[config.mk]
export PLATFORM = sky130hd
export DESIGN_NAME = etws_cell
export DESIGN_NICKNAME = d
export VERILOG_FILES = /design/src/design/etws_pkg.sv /design/src/design/etws_cell.sv
export SDC_FILE = /design/constraint.sdc
export NUM_CORES = 1
export LEC_CHECK = 0
export ABC_CLOCK_PERIOD_IN_PS = 5500
export BUFFER_PORTS_ARGS = -buffer_cell sky130_fd_sc_hd__buf_2
export CAP_MARGIN = 20
export CORE_AREA = 2 2 150 152
export DETAILED_ROUTE_END_ITERATION = 10
export DIE_AREA = 0 0 152 154
export PLACE_DENSITY = 0.57
export SYNTH_ARGS = -nofsm -noshare
export SYNTH_HDL_FRONTEND = slang
export SYNTH_SLANG_ARGS = --single-unit
[constraint.sdc]
create_clock -name clk -period 5.5 [get_ports clk]
set_input_delay 0 -clock clk [delete_from_list [all_inputs] [get_ports clk]]
set_output_delay 0 -clock clk [all_outputs]
set_load 0.03 [all_outputs]
[src/design/etws_pkg.sv]
// Shared event types and cell control codes for the event time window sorter.
`default_nettype none
package etws_pkg;

    localparam int TS_W = 48;
    localparam int EN_W = 32;
    localparam int MK_W = 8;
    localparam int CH_W = 8;
    localparam int HC_W = 5;
    localparam logic [HC_W-1:0] HOLD_RESET = 5'd4;

    typedef struct packed {
        logic [TS_W-1:0] ts;
        logic [EN_W-1:0] en;
        logic [MK_W-1:0] mk;
        logic [CH_W-1:0] ch;
    } evt_t;

    typedef enum logic [1:0] {
        CELL_HOLD   = 2'd0,
        CELL_INSERT = 2'd1,
        CELL_SHIFT  = 2'd2
    } cell_op_t;

    typedef struct packed {
        cell_op_t op;
        evt_t     evt;
    } cell_ctl_t;

endpackage
`default_nettype wire

[src/design/etws_cell.sv]
// One slot of the sorted event row: compare, insert from the left, shift to the left.
`default_nettype none
module etws_cell
    import etws_pkg::*;
(
    input  wire logic      clk,
    input  wire cell_ctl_t ctl,
    input  wire logic      empty,
    input  wire evt_t      left_evt,
    input  wire logic      left_gt,
    input  wire evt_t      right_evt,
    output evt_t           evt,
    output logic           gt
);

    evt_t evt_reg;
    evt_t evt_next;

    // An empty slot sorts after everything; equal stamps stay ahead of the new item.
    assign gt  = empty || (evt_reg.ts > ctl.evt.ts);
    assign evt = evt_reg;

    always_comb
    begin
        evt_next = evt_reg;
        case (ctl.op)
            CELL_INSERT:
            begin
                if (gt)
                begin
                    evt_next = left_gt ? left_evt : ctl.evt;
                end
            end
            CELL_SHIFT:
            begin
                evt_next = right_evt;
            end
            default:
            begin
                evt_next = evt_reg;
            end
        endcase
    end

    always_ff @(posedge clk)
    begin
        evt_reg <= evt_next;
    end

endmodule
`default_nettype wire

## After elaboration in Yosys (flattened, before gate mapping)

Cells that the tools add are included.

- Word-level logic and storage cells: 14
- Bits of input ports: 293
- Bits in registers: 96
- Output and inout port bits: 97

- Mux-type cells: 3
- Reductions and logical operators: 3
- $lt $le $gt $ge: 1
- Eq/ne operators: 3

Operator list:

| operator | number |
|---|---|
| 96-bit two-way mux | 2 |
| 96-bit one-hot mux with 2 select lines | 1 |
| 48-bit > comparator | 1 |
| 2-bit by 1-bit equality test with 1-bit output (second input constant) | 1 |
| 2-bit equality test (second input constant) | 1 |
| 2-bit inequality test (second input constant) | 1 |
| 2-bit AND reduction | 1 |
| 2-bit nonzero test | 1 |
| 1-bit logical OR | 1 |

## Depth between registers and ports, before layout

Gate-level depths: netlist of run 1.

- Depth after elaboration: 4
- Gate-level depth with buffers: 8
- Gate-level depth less buffers: 8

## Worst setup path after synthesis of run 1

No wires, ideal clock.

- Path kind: register to register
- From: register evt_reg, in the netlist evt[95]
- To: register evt_reg, in the netlist evt[0] (enable)
- Arrival time: 4.487 ns
- Path slack: 0.525 ns
- Library setup time: 0.488 ns
- Clock period less this slack: 4.975 ns
- Stages on the path, launching flop included: 8
- Buffers on the path: 0
- Data required time: 5.012 ns
- Cell sequence: edfxtp_1 ha_1 nand4_2 nor4_4 nand4_1 a21oi_1 a2111oi_0 a21oi_2

- Word-level cells in the longest chain between the ends: 4

Ends and longest elaborated chain:

| what | RTL line | RTL |
|---|---|---|
| start, declared | etws_cell.sv:16 | `evt_t evt_reg;` |
| start signal, assigned | etws_cell.sv:47 | `evt_reg <= evt_next;` |
| 48-bit > comparator | etws_cell.sv:20 | `assign gt = empty \|\| (evt_reg.ts > ctl.evt.ts);` |
| 1-bit logical OR | etws_cell.sv:20 |  |
| 2-bit inequality test (no source line) | - |  |
| 2-bit AND reduction (no source line) | - |  |

No other way between the ends.
A chain may end at the register's enable or synchronous reset.

## Worst setup path after layout of run 1

Ends and elaborated chain as after synthesis.

==> results.sh, run 1 <==
export IMPL_synthDistinctLibCells=30
export IMPL_fin_crit_sh=0.575
export IMPL_gp_congestion=0.871
export IMPL_crit_buf_inv=2
export IMPL_ir_drop_mv=0.158
export IMPL_htreeDepth=3
export IMPL_fin_area_mm2=0.00963
export IMPL_cts_buffers=9
export IMPL_clkPwrFrac=0.291
export IMPL_post_drt_wl_per_cell_um=15.9
export IMPL_clock_sinks=96
export IMPL_outcome="complete, no violations"
export IMPL_p_sw_w=0.000754
export IMPL_worstSkewPairLatency_ns=0.35
export IMPL_yosysWarnings=0
export IMPL_ys_ff_latch=96
export IMPL_combinationalPowerShare=0.306
export IMPL_swShare=0.320
export IMPL_drv_slew=0
export IMPL_synth_area_mm2=0.00611
export IMPL_root_buffer="clkbuf_16"
export IMPL_cpPeakStageDelay_ns=0.53
export IMPL_path_max_fanout=47
export IMPL_synth_top_area_frac=0.472
export IMPL_cp_end_kind="flop"
export IMPL_first_pass_iters=4
export IMPL_fin_setup_tns_ns=0
export IMPL_portBuffers=389
export IMPL_syn_nets=938
export IMPL_grtUsageTotal=0.176
export IMPL_largest_reg_flops=96
export IMPL_seq_area_frac_synth=0.472
export IMPL_p_int_w=0.00160
export IMPL_cp_arrival_ns=3.14
export IMPL_antenna_found_initial=1
export IMPL_fin_skew_ns=0.0111
export IMPL_synthCells=597
export IMPL_worst_setup_path_type="reg2reg"
export IMPL_synth_top_cell_by_area="edfxtp_1"
export IMPL_nFillCells=2128
export IMPL_rsz0062_at_grt="false"
export IMPL_drive_above_1_share=0.388
export IMPL_power_density_mw_per_mm2=245
export IMPL_die_area_mm2=0.0234
export IMPL_slowest_stage="buf_4"
export IMPL_max_cap_violations=0
export IMPL_fin_crit_ns=3.16
export IMPL_remaining_drc_errors=0
export IMPL_path_clk_slew_ns=0.07
export IMPL_most_common_layout_cells="buf_2 (388), nand2_1 (110), o21ai_0 (101)"
export IMPL_cp_required_ns=5.48
export IMPL_clock_fmax_mhz=316
export IMPL_clk_path_buf_depth=2
export IMPL_cts_tree="built"
export IMPL_routed_wl_um=21500
export IMPL_num_vias=6100
export IMPL_synth_top_cells_by_area="edfxtp_1 (47%), mux2i_1 (16%), ha_1 (9.8%)"
export IMPL_boundaryPins=390
export IMPL_post_cts_buffers=0
export IMPL_final_net_count=1407
export IMPL_rows=54
export IMPL_critPathTopFamily="simple AND/OR/NAND/NOR gates"
export IMPL_grt_max_degree=193
export IMPL_hold_path_class="in2reg"
export IMPL_worstMarginPinSlew_ns=0.935
export IMPL_vias_per_cell=4.52
export IMPL_fin_util=0.444
export IMPL_layout_commonest_cell="buf_2"
export IMPL_avgSynthCellArea_um2=10.2
export IMPL_synthToLayoutAreaGrowth_pct=57.5
export IMPL_grt_pass1_vias=6198
export IMPL_drt_iter0_drc=263
export IMPL_grt_pass1_wl_um=32300
export IMPL_finalHoldViolCount=0
export IMPL_postPlaceCellArea_mm2=0.00835
export IMPL_die_width_um=152
export IMPL_overflow=0
export IMPL_chipHeight_um=154
export IMPL_core_area_mm2=0.0217
export IMPL_maxSlewHeadroom=0.377
export IMPL_power_share_sequential=0.403
export IMPL_worstSetupStartpointType="flop"
export IMPL_worstPathCellList="ha_1, nand4_2, nor4_4, nand4_1, a21oi_1, a2111oi_0, buf_1, a21oi_4, buf_4"
export IMPL_dpl_hpwl_um=16400
export IMPL_initial_core_util=0.282
export IMPL_p_leak_nw=4.66
export IMPL_num_antenna_cells=0
export IMPL_whs_ns=0.0113
export IMPL_setup_violations=0
export IMPL_postRouteAntennaNets=0
## final cells by class
cell class                 instances  area [um^2]  area share
tap                              280          350      0.0364
clock inverter                     6         90.1     0.00936
multi-input combinational        420         2930       0.304
sequential                        96         2880       0.299
timing repair buffer             490         2960       0.307
clock buffer                      10          229      0.0238
inverter                          49          184      0.0191
## power groups by stage
| stage | Clock [W] | Combinational, W | Sequential [W] |
|---|---|---|---|
| global route | 0.000734 | 0.000791 | 0.000960 |
| finish | 0.000685 | 0.000723 | 0.000950 |
| detailed placement | 0 | 0.000674 | 0.000966 |
| global placement | 0 | 0.000668 | 0.000962 |
| CTS | 0.000714 | 0.000733 | 0.000951 |
| floorplan | 0 | 0.000233 | 0.00113 |
## cell families after synthesis
logic type,count (synthesis),synth area share
flops,96,0.472
mux,96,0.157
compound gates,135,0.118
fa+ha+maj,48,0.0983
simple gates,140,0.102
xor+xnor,1,0.00143
buf+inv,81,0.0512
## cells in the mapped netlist
cell type,n
xor2_1,1
nor3_4,1
nand2_1,110
o21ai_0,101
a2111oi_0,1
buf_2,7
a221oi_1,2
clkbuf_1,24
o22ai_1,1
inv_1,49
and4_1,1
nor3_1,4
edfxtp_1,96
nand3_1,4
nor2b_1,4
o21ai_1,3
o211ai_1,1
a21oi_1,20
ha_1,48
o31ai_4,1
mux2i_1,96
buf_1,1
a21oi_2,1
or3_4,1
nor2_1,4
nand4_1,8
nor4_4,1
nand4_2,2
a211oi_1,3
a21o_1,1
## what timing repair did
item	4_1_cts	5_1_grt
hold buffers	96	0
hold endpoints to repair	92	0
resized for setup	0	0
## worst min-delay path: cells and delay by family
| family | cells | cell delay (ns) |
|---|---|---|
| AOI/OAI and AO/OA | 1 | 0.12 |
| buffers and inverters | 1 | 0.07 |
| muxes | 1 | 0.05 |
## routing by layer
metal / vias up / part of all wire / GRT usage
li1: 3085 / - / -
met1: 2732 / 0.41 / 0.201
met2: 252 / 0.50 / 0.320
met3: 29 / 0.067 / 0.0428
met4: 2 / 0.020 / 0.0587
met5: - / 0.00075 / 0
## through the flow
step | worst slack, ns | instances | power [W]
2_1_floorplan | 0.525 | 597 | 0.00137
3_3_place_gp | 2.30 | 1238 | 0.00163
3_5_place_dp | 2.22 | 1239 | 0.00164
4_1_cts | 2.21 | 1351 | 0.00240
5_1_grt | 2.12 | 1351 | 0.00248
6_report | 2.34 | 1351 | 0.00236
## final timing paths
kind | start | to | slack (ns) | depth (start not counted)
worst max-delay path | evt[95] | evt[0] | 2.34 | 9
worst min-delay path | ctl[3] | evt[3] | 0.01 | 3
worst max register to register | evt[95] | evt[0] | 2.34 | 9
worst min register to register | evt[95] | evt[78] | 1.70 | 5
No activity file was read; power rests on OpenSTA's default activity.
==> run 2: changes to the inputs <==
--- a/config.mk
+++ b/config.mk
@@ -5,12 +5,12 @@
 export SDC_FILE = /design/constraint.sdc
 export NUM_CORES = 1
 export LEC_CHECK = 0
-export ABC_CLOCK_PERIOD_IN_PS = 5500
+export ABC_CLOCK_PERIOD_IN_PS = 2900
 export BUFFER_PORTS_ARGS = -buffer_cell sky130_fd_sc_hd__buf_2
 export CAP_MARGIN = 20
-export CORE_AREA = 2 2 150 152
+export CORE_AREA = 2 2 153 155
 export DETAILED_ROUTE_END_ITERATION = 10
-export DIE_AREA = 0 0 152 154
+export DIE_AREA = 0 0 155 157
 export PLACE_DENSITY = 0.57
 export SYNTH_ARGS = -nofsm -noshare
 export SYNTH_HDL_FRONTEND = slang
==> constraint.sdc (replaced) <==
create_clock -name clk -period 2.9 [get_ports clk]
set_input_delay 0 -clock clk [delete_from_list [all_inputs] [get_ports clk]]
set_output_delay 0 -clock clk [all_outputs]
set_load 0.03 [all_outputs]
==> results.sh, run 2 (same netlist as run 1, synthesis figures left out) <==
export IMPL_outcome="complete, no violations"
export IMPL_grt_pass1_wl_um=32200
export IMPL_core_area_mm2=0.0225
export IMPL_final_net_count=1415
export IMPL_power_density_mw_per_mm2=462
export IMPL_largest_reg_flops=96
export IMPL_multi_input_comb_area_mm2=0.00304
export IMPL_r2r_end="evt[55]"
export IMPL_p_leak_nw=4.73
export IMPL_post_drt_wl_per_cell_um=16.4
export IMPL_worstSkewPairLatency_ns=0.35
export IMPL_cts_tree="built"
export IMPL_vias_per_cell=4.54
export IMPL_cts_buffers=9
export IMPL_root_buffer="clkbuf_16"
export IMPL_gp_congestion=0.764
export IMPL_nFillCells=2235
export IMPL_antenna_found_initial=3
export IMPL_fin_util=0.438
export IMPL_ir_drop_mv=0.316
export IMPL_clock_fmax_mhz=363
export IMPL_num_vias=6194
export IMPL_die_area_mm2=0.0243
export IMPL_fin_crit_sh=0.949
export IMPL_clkPwrFrac=0.283
export IMPL_hold_end="evt[73]"
export IMPL_stdcell_count=1364
export IMPL_die_width_um=155
export IMPL_grt_max_degree=146
export IMPL_slowest_stage="edfxtp_1"
export IMPL_timing_rr_start="evt[91]"
export IMPL_drv_slew=0
export IMPL_cpPeakStageDelay_ns=0.45
export IMPL_setup_violations=0
export IMPL_min_from="right_evt[73]"
export IMPL_placed_cells=1250
export IMPL_rsz0062_at_grt="false"
export IMPL_overflow=0
export IMPL_power_share_sequential=0.395
export IMPL_remaining_drc_errors=0
export IMPL_path_max_fanout=19
export IMPL_portBuffers=389
export IMPL_clk_path_buf_depth=2
export IMPL_swShare=0.321
export IMPL_register_area_mm2=0.00288
export IMPL_chipHeight_um=157
export IMPL_dpl_hpwl_um=17200
export IMPL_p_sw_w=0.00146
export IMPL_cp_arrival_ns=2.84
export IMPL_grt_pass1_vias=6129
export IMPL_clock_sinks=96
export IMPL_fin_crit_ns=2.75
export IMPL_routed_wl_um=22400
export IMPL_worstSetupStartpointType="flop"
export IMPL_max_cap_violations=0
export IMPL_worst_setup_path_type="reg2reg"
export IMPL_p_int_w=0.00309
export IMPL_boundaryPins=390
export IMPL_min_path_cells=3
export IMPL_reg2reg_slack_ns=0.15
export IMPL_path_clk_slew_ns=0.07
export IMPL_synthToLayoutAreaGrowth_pct=61.4
export IMPL_htreeDepth=3
export IMPL_maxSlewHeadroom=0.537
export IMPL_initial_core_util=0.272
export IMPL_cp_required_ns=2.99
export IMPL_drive_above_1_share=0.405
export IMPL_postRouteAntennaNets=0
export IMPL_worstMarginPinSlew_ns=0.694
export IMPL_finalHoldViolCount=0
export IMPL_reg2regPathDepth=9
export IMPL_combinationalPowerShare=0.322
export IMPL_rows=55
export IMPL_layout_commonest_cell="buf_2"
export IMPL_cp_end_kind="flop"
export IMPL_drt_iter0_drc=408
export IMPL_fin_skew_ns=0.0119
export IMPL_hold_path_class="in2reg"
export IMPL_grtUsageTotal=0.171
export IMPL_worstPathCellList="ha_4, nand4_4, nor4_4, nand4_1, or3_4, o31ai_4, a21oi_4, buf_4, clkbuf_16"
export IMPL_first_pass_iters=5
export IMPL_most_common_layout_cells="buf_2 (388), nand2_1 (110), o21ai_0 (101), mux2i_1 (96), edfxtp_1 (96)"
run 2: cell count changes in the layout (fill, tap and decap cells not counted), sizes merged:
cell	before	now
buf	394	404
clkbuf	10	12
diode	0	1
dlygate4sd3	96	92
inv	51	50
run 2: layer usage:
layer / vias up / global-route usage / wire length [um] / share of wire
met3: 25 / 0.0520 / 1850 / 0.082
met5: - / 0 / 40 / 0.0018
met2: 261 / 0.312 / 11500 / 0.51
met4: 6 / 0.0485 / 359 / 0.016
li1: 3107 / - / - / -
met1: 2795 / 0.193 / 8700 / 0.39
run 2: worst max-delay path by stage:
stage	from	endpoint	cells after the start
after floorplan	evt[74]	evt[0]	7
after global placement	evt[73]	evt[0]	9
after detailed placement	evt[73]	evt[0]	9
after CTS	evt[73]	evt[28]	9
after global routing	evt[95]	evt[55]	9
final	evt[91]	evt[55]	9
run 2: area by class of cell:
class	instances	area share
clock inverter	5	0.00824
tap	285	0.0361
clock buffer	10	0.0232
sequential	96	0.292
timing repair buffer	498	0.313
multi-input combinational	420	0.308
inverter	49	0.0186
antenna	1	0.000254
run 2: power by group through the flow:
| stage | Sequential, W | Clock [W] | Combinational (W) |
|---|---|---|---|
| floorplan | 0.00215 | 0 | 0.000451 |
| global route | 0.00182 | 0.00138 | 0.00159 |
| detailed placement | 0.00183 | 0 | 0.00132 |
| CTS | 0.00180 | 0.00134 | 0.00142 |
| finish | 0.00180 | 0.00129 | 0.00146 |
| global placement | 0.00182 | 0 | 0.00131 |
run 2: critical path, delay by kind of cell, from the launching register on:
family | cells | cell delay [ns]
compound gates | 2 | 0.27
flops | 1 | 0.45
buf+inv | 2 | 0.35
fa+ha+maj | 1 | 0.32
simple gates | 4 | 1.11
run 2: per-stage QoR:
step | TNS (ns) | area [um^2] | power [W] | setup WS (ns) | hold WS [ns]
floorplan | -81.04 | 6160 | 0.00260 | -0.844 | 0.187
global placement | 0 | 8480 | 0.00313 | 0.172 | 0.275
detailed placement | 0 | 8480 | 0.00315 | 0.0183 | 0.279
CTS | 0 | 9700 | 0.00455 | 0.00689 | 0.0000656
global route | 0 | 9860 | 0.00479 | 0.00213 | 0.00884
finish | 0 | 9870 | 0.00455 | 0.147 | 0.00923
run 2: timing repair:
| action | in CTS | in global routing |
|---|---|---|
| setup endpoints to repair | 8 | 97 |
| hold buffers | 91 | 1 |
| resized for setup | 0 | 7 |
| buffers inserted | 0 | 3 |
| hold endpoints to repair | 90 | 1 |
| pin swaps | 1 | 5 |
| cloned | 0 | 3 |
==> run 3: changes to the inputs <==
--- a/config.mk
+++ b/config.mk
@@ -11,7 +11,7 @@
 export CORE_AREA = 2 2 153 155
 export DETAILED_ROUTE_END_ITERATION = 10
 export DIE_AREA = 0 0 155 157
-export PLACE_DENSITY = 0.57
+export PLACE_DENSITY = 0.56
 export SYNTH_ARGS = -nofsm -noshare
 export SYNTH_HDL_FRONTEND = slang
 export SYNTH_SLANG_ARGS = --single-unit
==> results.sh, run 3 (same netlist as run 1, synthesis figures left out) <==
export IMPL_outcome="complete, no violations"
export IMPL_worstSkewPairLatency_ns=0.34
export IMPL_drv_slew=0
export IMPL_clock_fmax_mhz=364
export IMPL_cts_tree="built"
export IMPL_cts_buffers=9
export IMPL_fin_skew_ns=0.0140
export IMPL_largest_reg_flops=96
export IMPL_root_buffer="clkbuf_16"
export IMPL_gp_congestion=0.810
export IMPL_boundaryPins=390
export IMPL_cp_required_ns=2.98
export IMPL_drive_above_1_share=0.397
export IMPL_num_vias=6086
export IMPL_postPlaceCellArea_mm2=0.00846
export IMPL_fin_area_mm2=0.00979
export IMPL_die_width_um=155
export IMPL_maxSlewHeadroom=0.608
export IMPL_cp_arrival_ns=2.83
export IMPL_overflow=0
export IMPL_dpl_hpwl_um=17100
export IMPL_remaining_drc_errors=0
export IMPL_htreeDepth=3
export IMPL_path_clk_slew_ns=0.07
export IMPL_chipHeight_um=157
export IMPL_ir_drop_mv=0.244
export IMPL_final_net_count=1414
export IMPL_postRouteAntennaNets=0
export IMPL_power_density_mw_per_mm2=462
export IMPL_path_max_fanout=36
export IMPL_max_cap_violations=0
export IMPL_drt_iter0_drc=264
export IMPL_cp_end_kind="flop"
export IMPL_synthToLayoutAreaGrowth_pct=60.2
export IMPL_grt_pass1_vias=6027
export IMPL_routed_wl_um=22400
export IMPL_grt_max_degree=146
export IMPL_stdcell_count=1365
export IMPL_worstMarginPinSlew_ns=0.587
export IMPL_hold_path_class="in2reg"
export IMPL_rsz0062_at_grt="false"
export IMPL_grt_pass1_wl_um=32200
export IMPL_worstSetupStartpointType="flop"
export IMPL_finalHoldViolCount=0
export IMPL_fin_crit_ns=2.75
export IMPL_rows=55
export IMPL_most_common_layout_cells="buf_2 (388), nand2_1 (110), o21ai_0 (101), mux2i_1 (96), edfxtp_1 (96)"
export IMPL_register_area_mm2=0.00288
export IMPL_vias_per_cell=4.46
export IMPL_die_area_mm2=0.0243
export IMPL_nFillCells=2238
export IMPL_setup_violations=0
export IMPL_setup_slack_ns=0.154
export IMPL_placed_cells=1247
export IMPL_dp_slack_ns=0.0821
export IMPL_grtUsageTotal=0.172
export IMPL_initial_core_util=0.272
export IMPL_worst_setup_path_type="reg2reg"
export IMPL_clock_sinks=96
export IMPL_layout_commonest_cell="buf_2"
export IMPL_clk_path_buf_depth=2
export IMPL_portBuffers=389
export IMPL_fin_crit_sh=0.947
export IMPL_multi_input_comb_area_mm2=0.00297
export IMPL_first_pass_iters=4
export IMPL_p_leak_nw=4.73
export IMPL_antenna_found_initial=4
export IMPL_post_drt_wl_per_cell_um=16.4
export IMPL_core_area_mm2=0.0225
run 3: per-stage QoR:
| step | power [W] | hold slack (ns) | util | setup TNS (ns) |
|---|---|---|---|---|
| 4_1_cts | 0.00457 | 0.000400 | 0.432 | 0 |
| 3_5_place_dp | 0.00314 | 0.278 | 0.376 | 0 |
| 3_3_place_gp | 0.00313 | 0.278 | 0.376 | 0 |
| 5_1_grt | 0.00477 | 0.00827 | 0.435 | 0 |
| 6_report | 0.00452 | 0.00343 | 0.435 | 0 |
| 2_1_floorplan | 0.00260 | 0.187 | - | -81.04 |
run 3: area by class of cell:
type                       count  share of cell area
inverter                      49              0.0188
sequential                    96               0.294
timing repair buffer         497               0.314
clock buffer                   9              0.0230
antenna                        3            0.000767
multi-input combinational    420               0.303
clock inverter                 6             0.00946
tap                          285              0.0364
run 3: critical path, cell delays in order, from the launching register on:
cell and delay, ns:
edfxtp_1 0.38, ha_1 0.33, nand4_2 0.17, nor4_4 0.35
nand4_1 0.19, or3_4 0.45, o31ai_4 0.22, a21oi_4 0.05
buf_4 0.15, buf_12 0.17
run 3: per-layer routing:
metal  up-vias  GRT usage  routed length (um)
met4         2     0.0344                 125
li1       3104          -                   -
met5         -          0                   7
met3         7     0.0529                1590
met2       235      0.327               11800
met1      2738      0.189                8860
run 3: what timing repair did:
item                                    in CTS  in global routing
endpoints found under the hold margin       91                  0
buffers inserted                             0                  3
resized for setup                            0                  4
hold buffers                                95                  0
endpoints found under the setup margin       0                 60
run 3: final timing paths:
check           startpoint  slack [ns]  endpoint  depth (start not counted)
max reg2reg        evt[95]        0.15    evt[8]                          9
min          right_evt[95]       0.003   evt[95]                          3
max                evt[95]        0.15    evt[8]                          9
min reg2reg        evt[95]        1.25   evt[37]                          6
run 3: power by group:
part	internal [W]	switching, W	total [W]
sequential	0.00174	0.0000576	0.00180
combinational	0.000575	0.000850	0.00143
clock	0.000760	0.000542	0.00130
total	0.00307	0.00145	0.00452
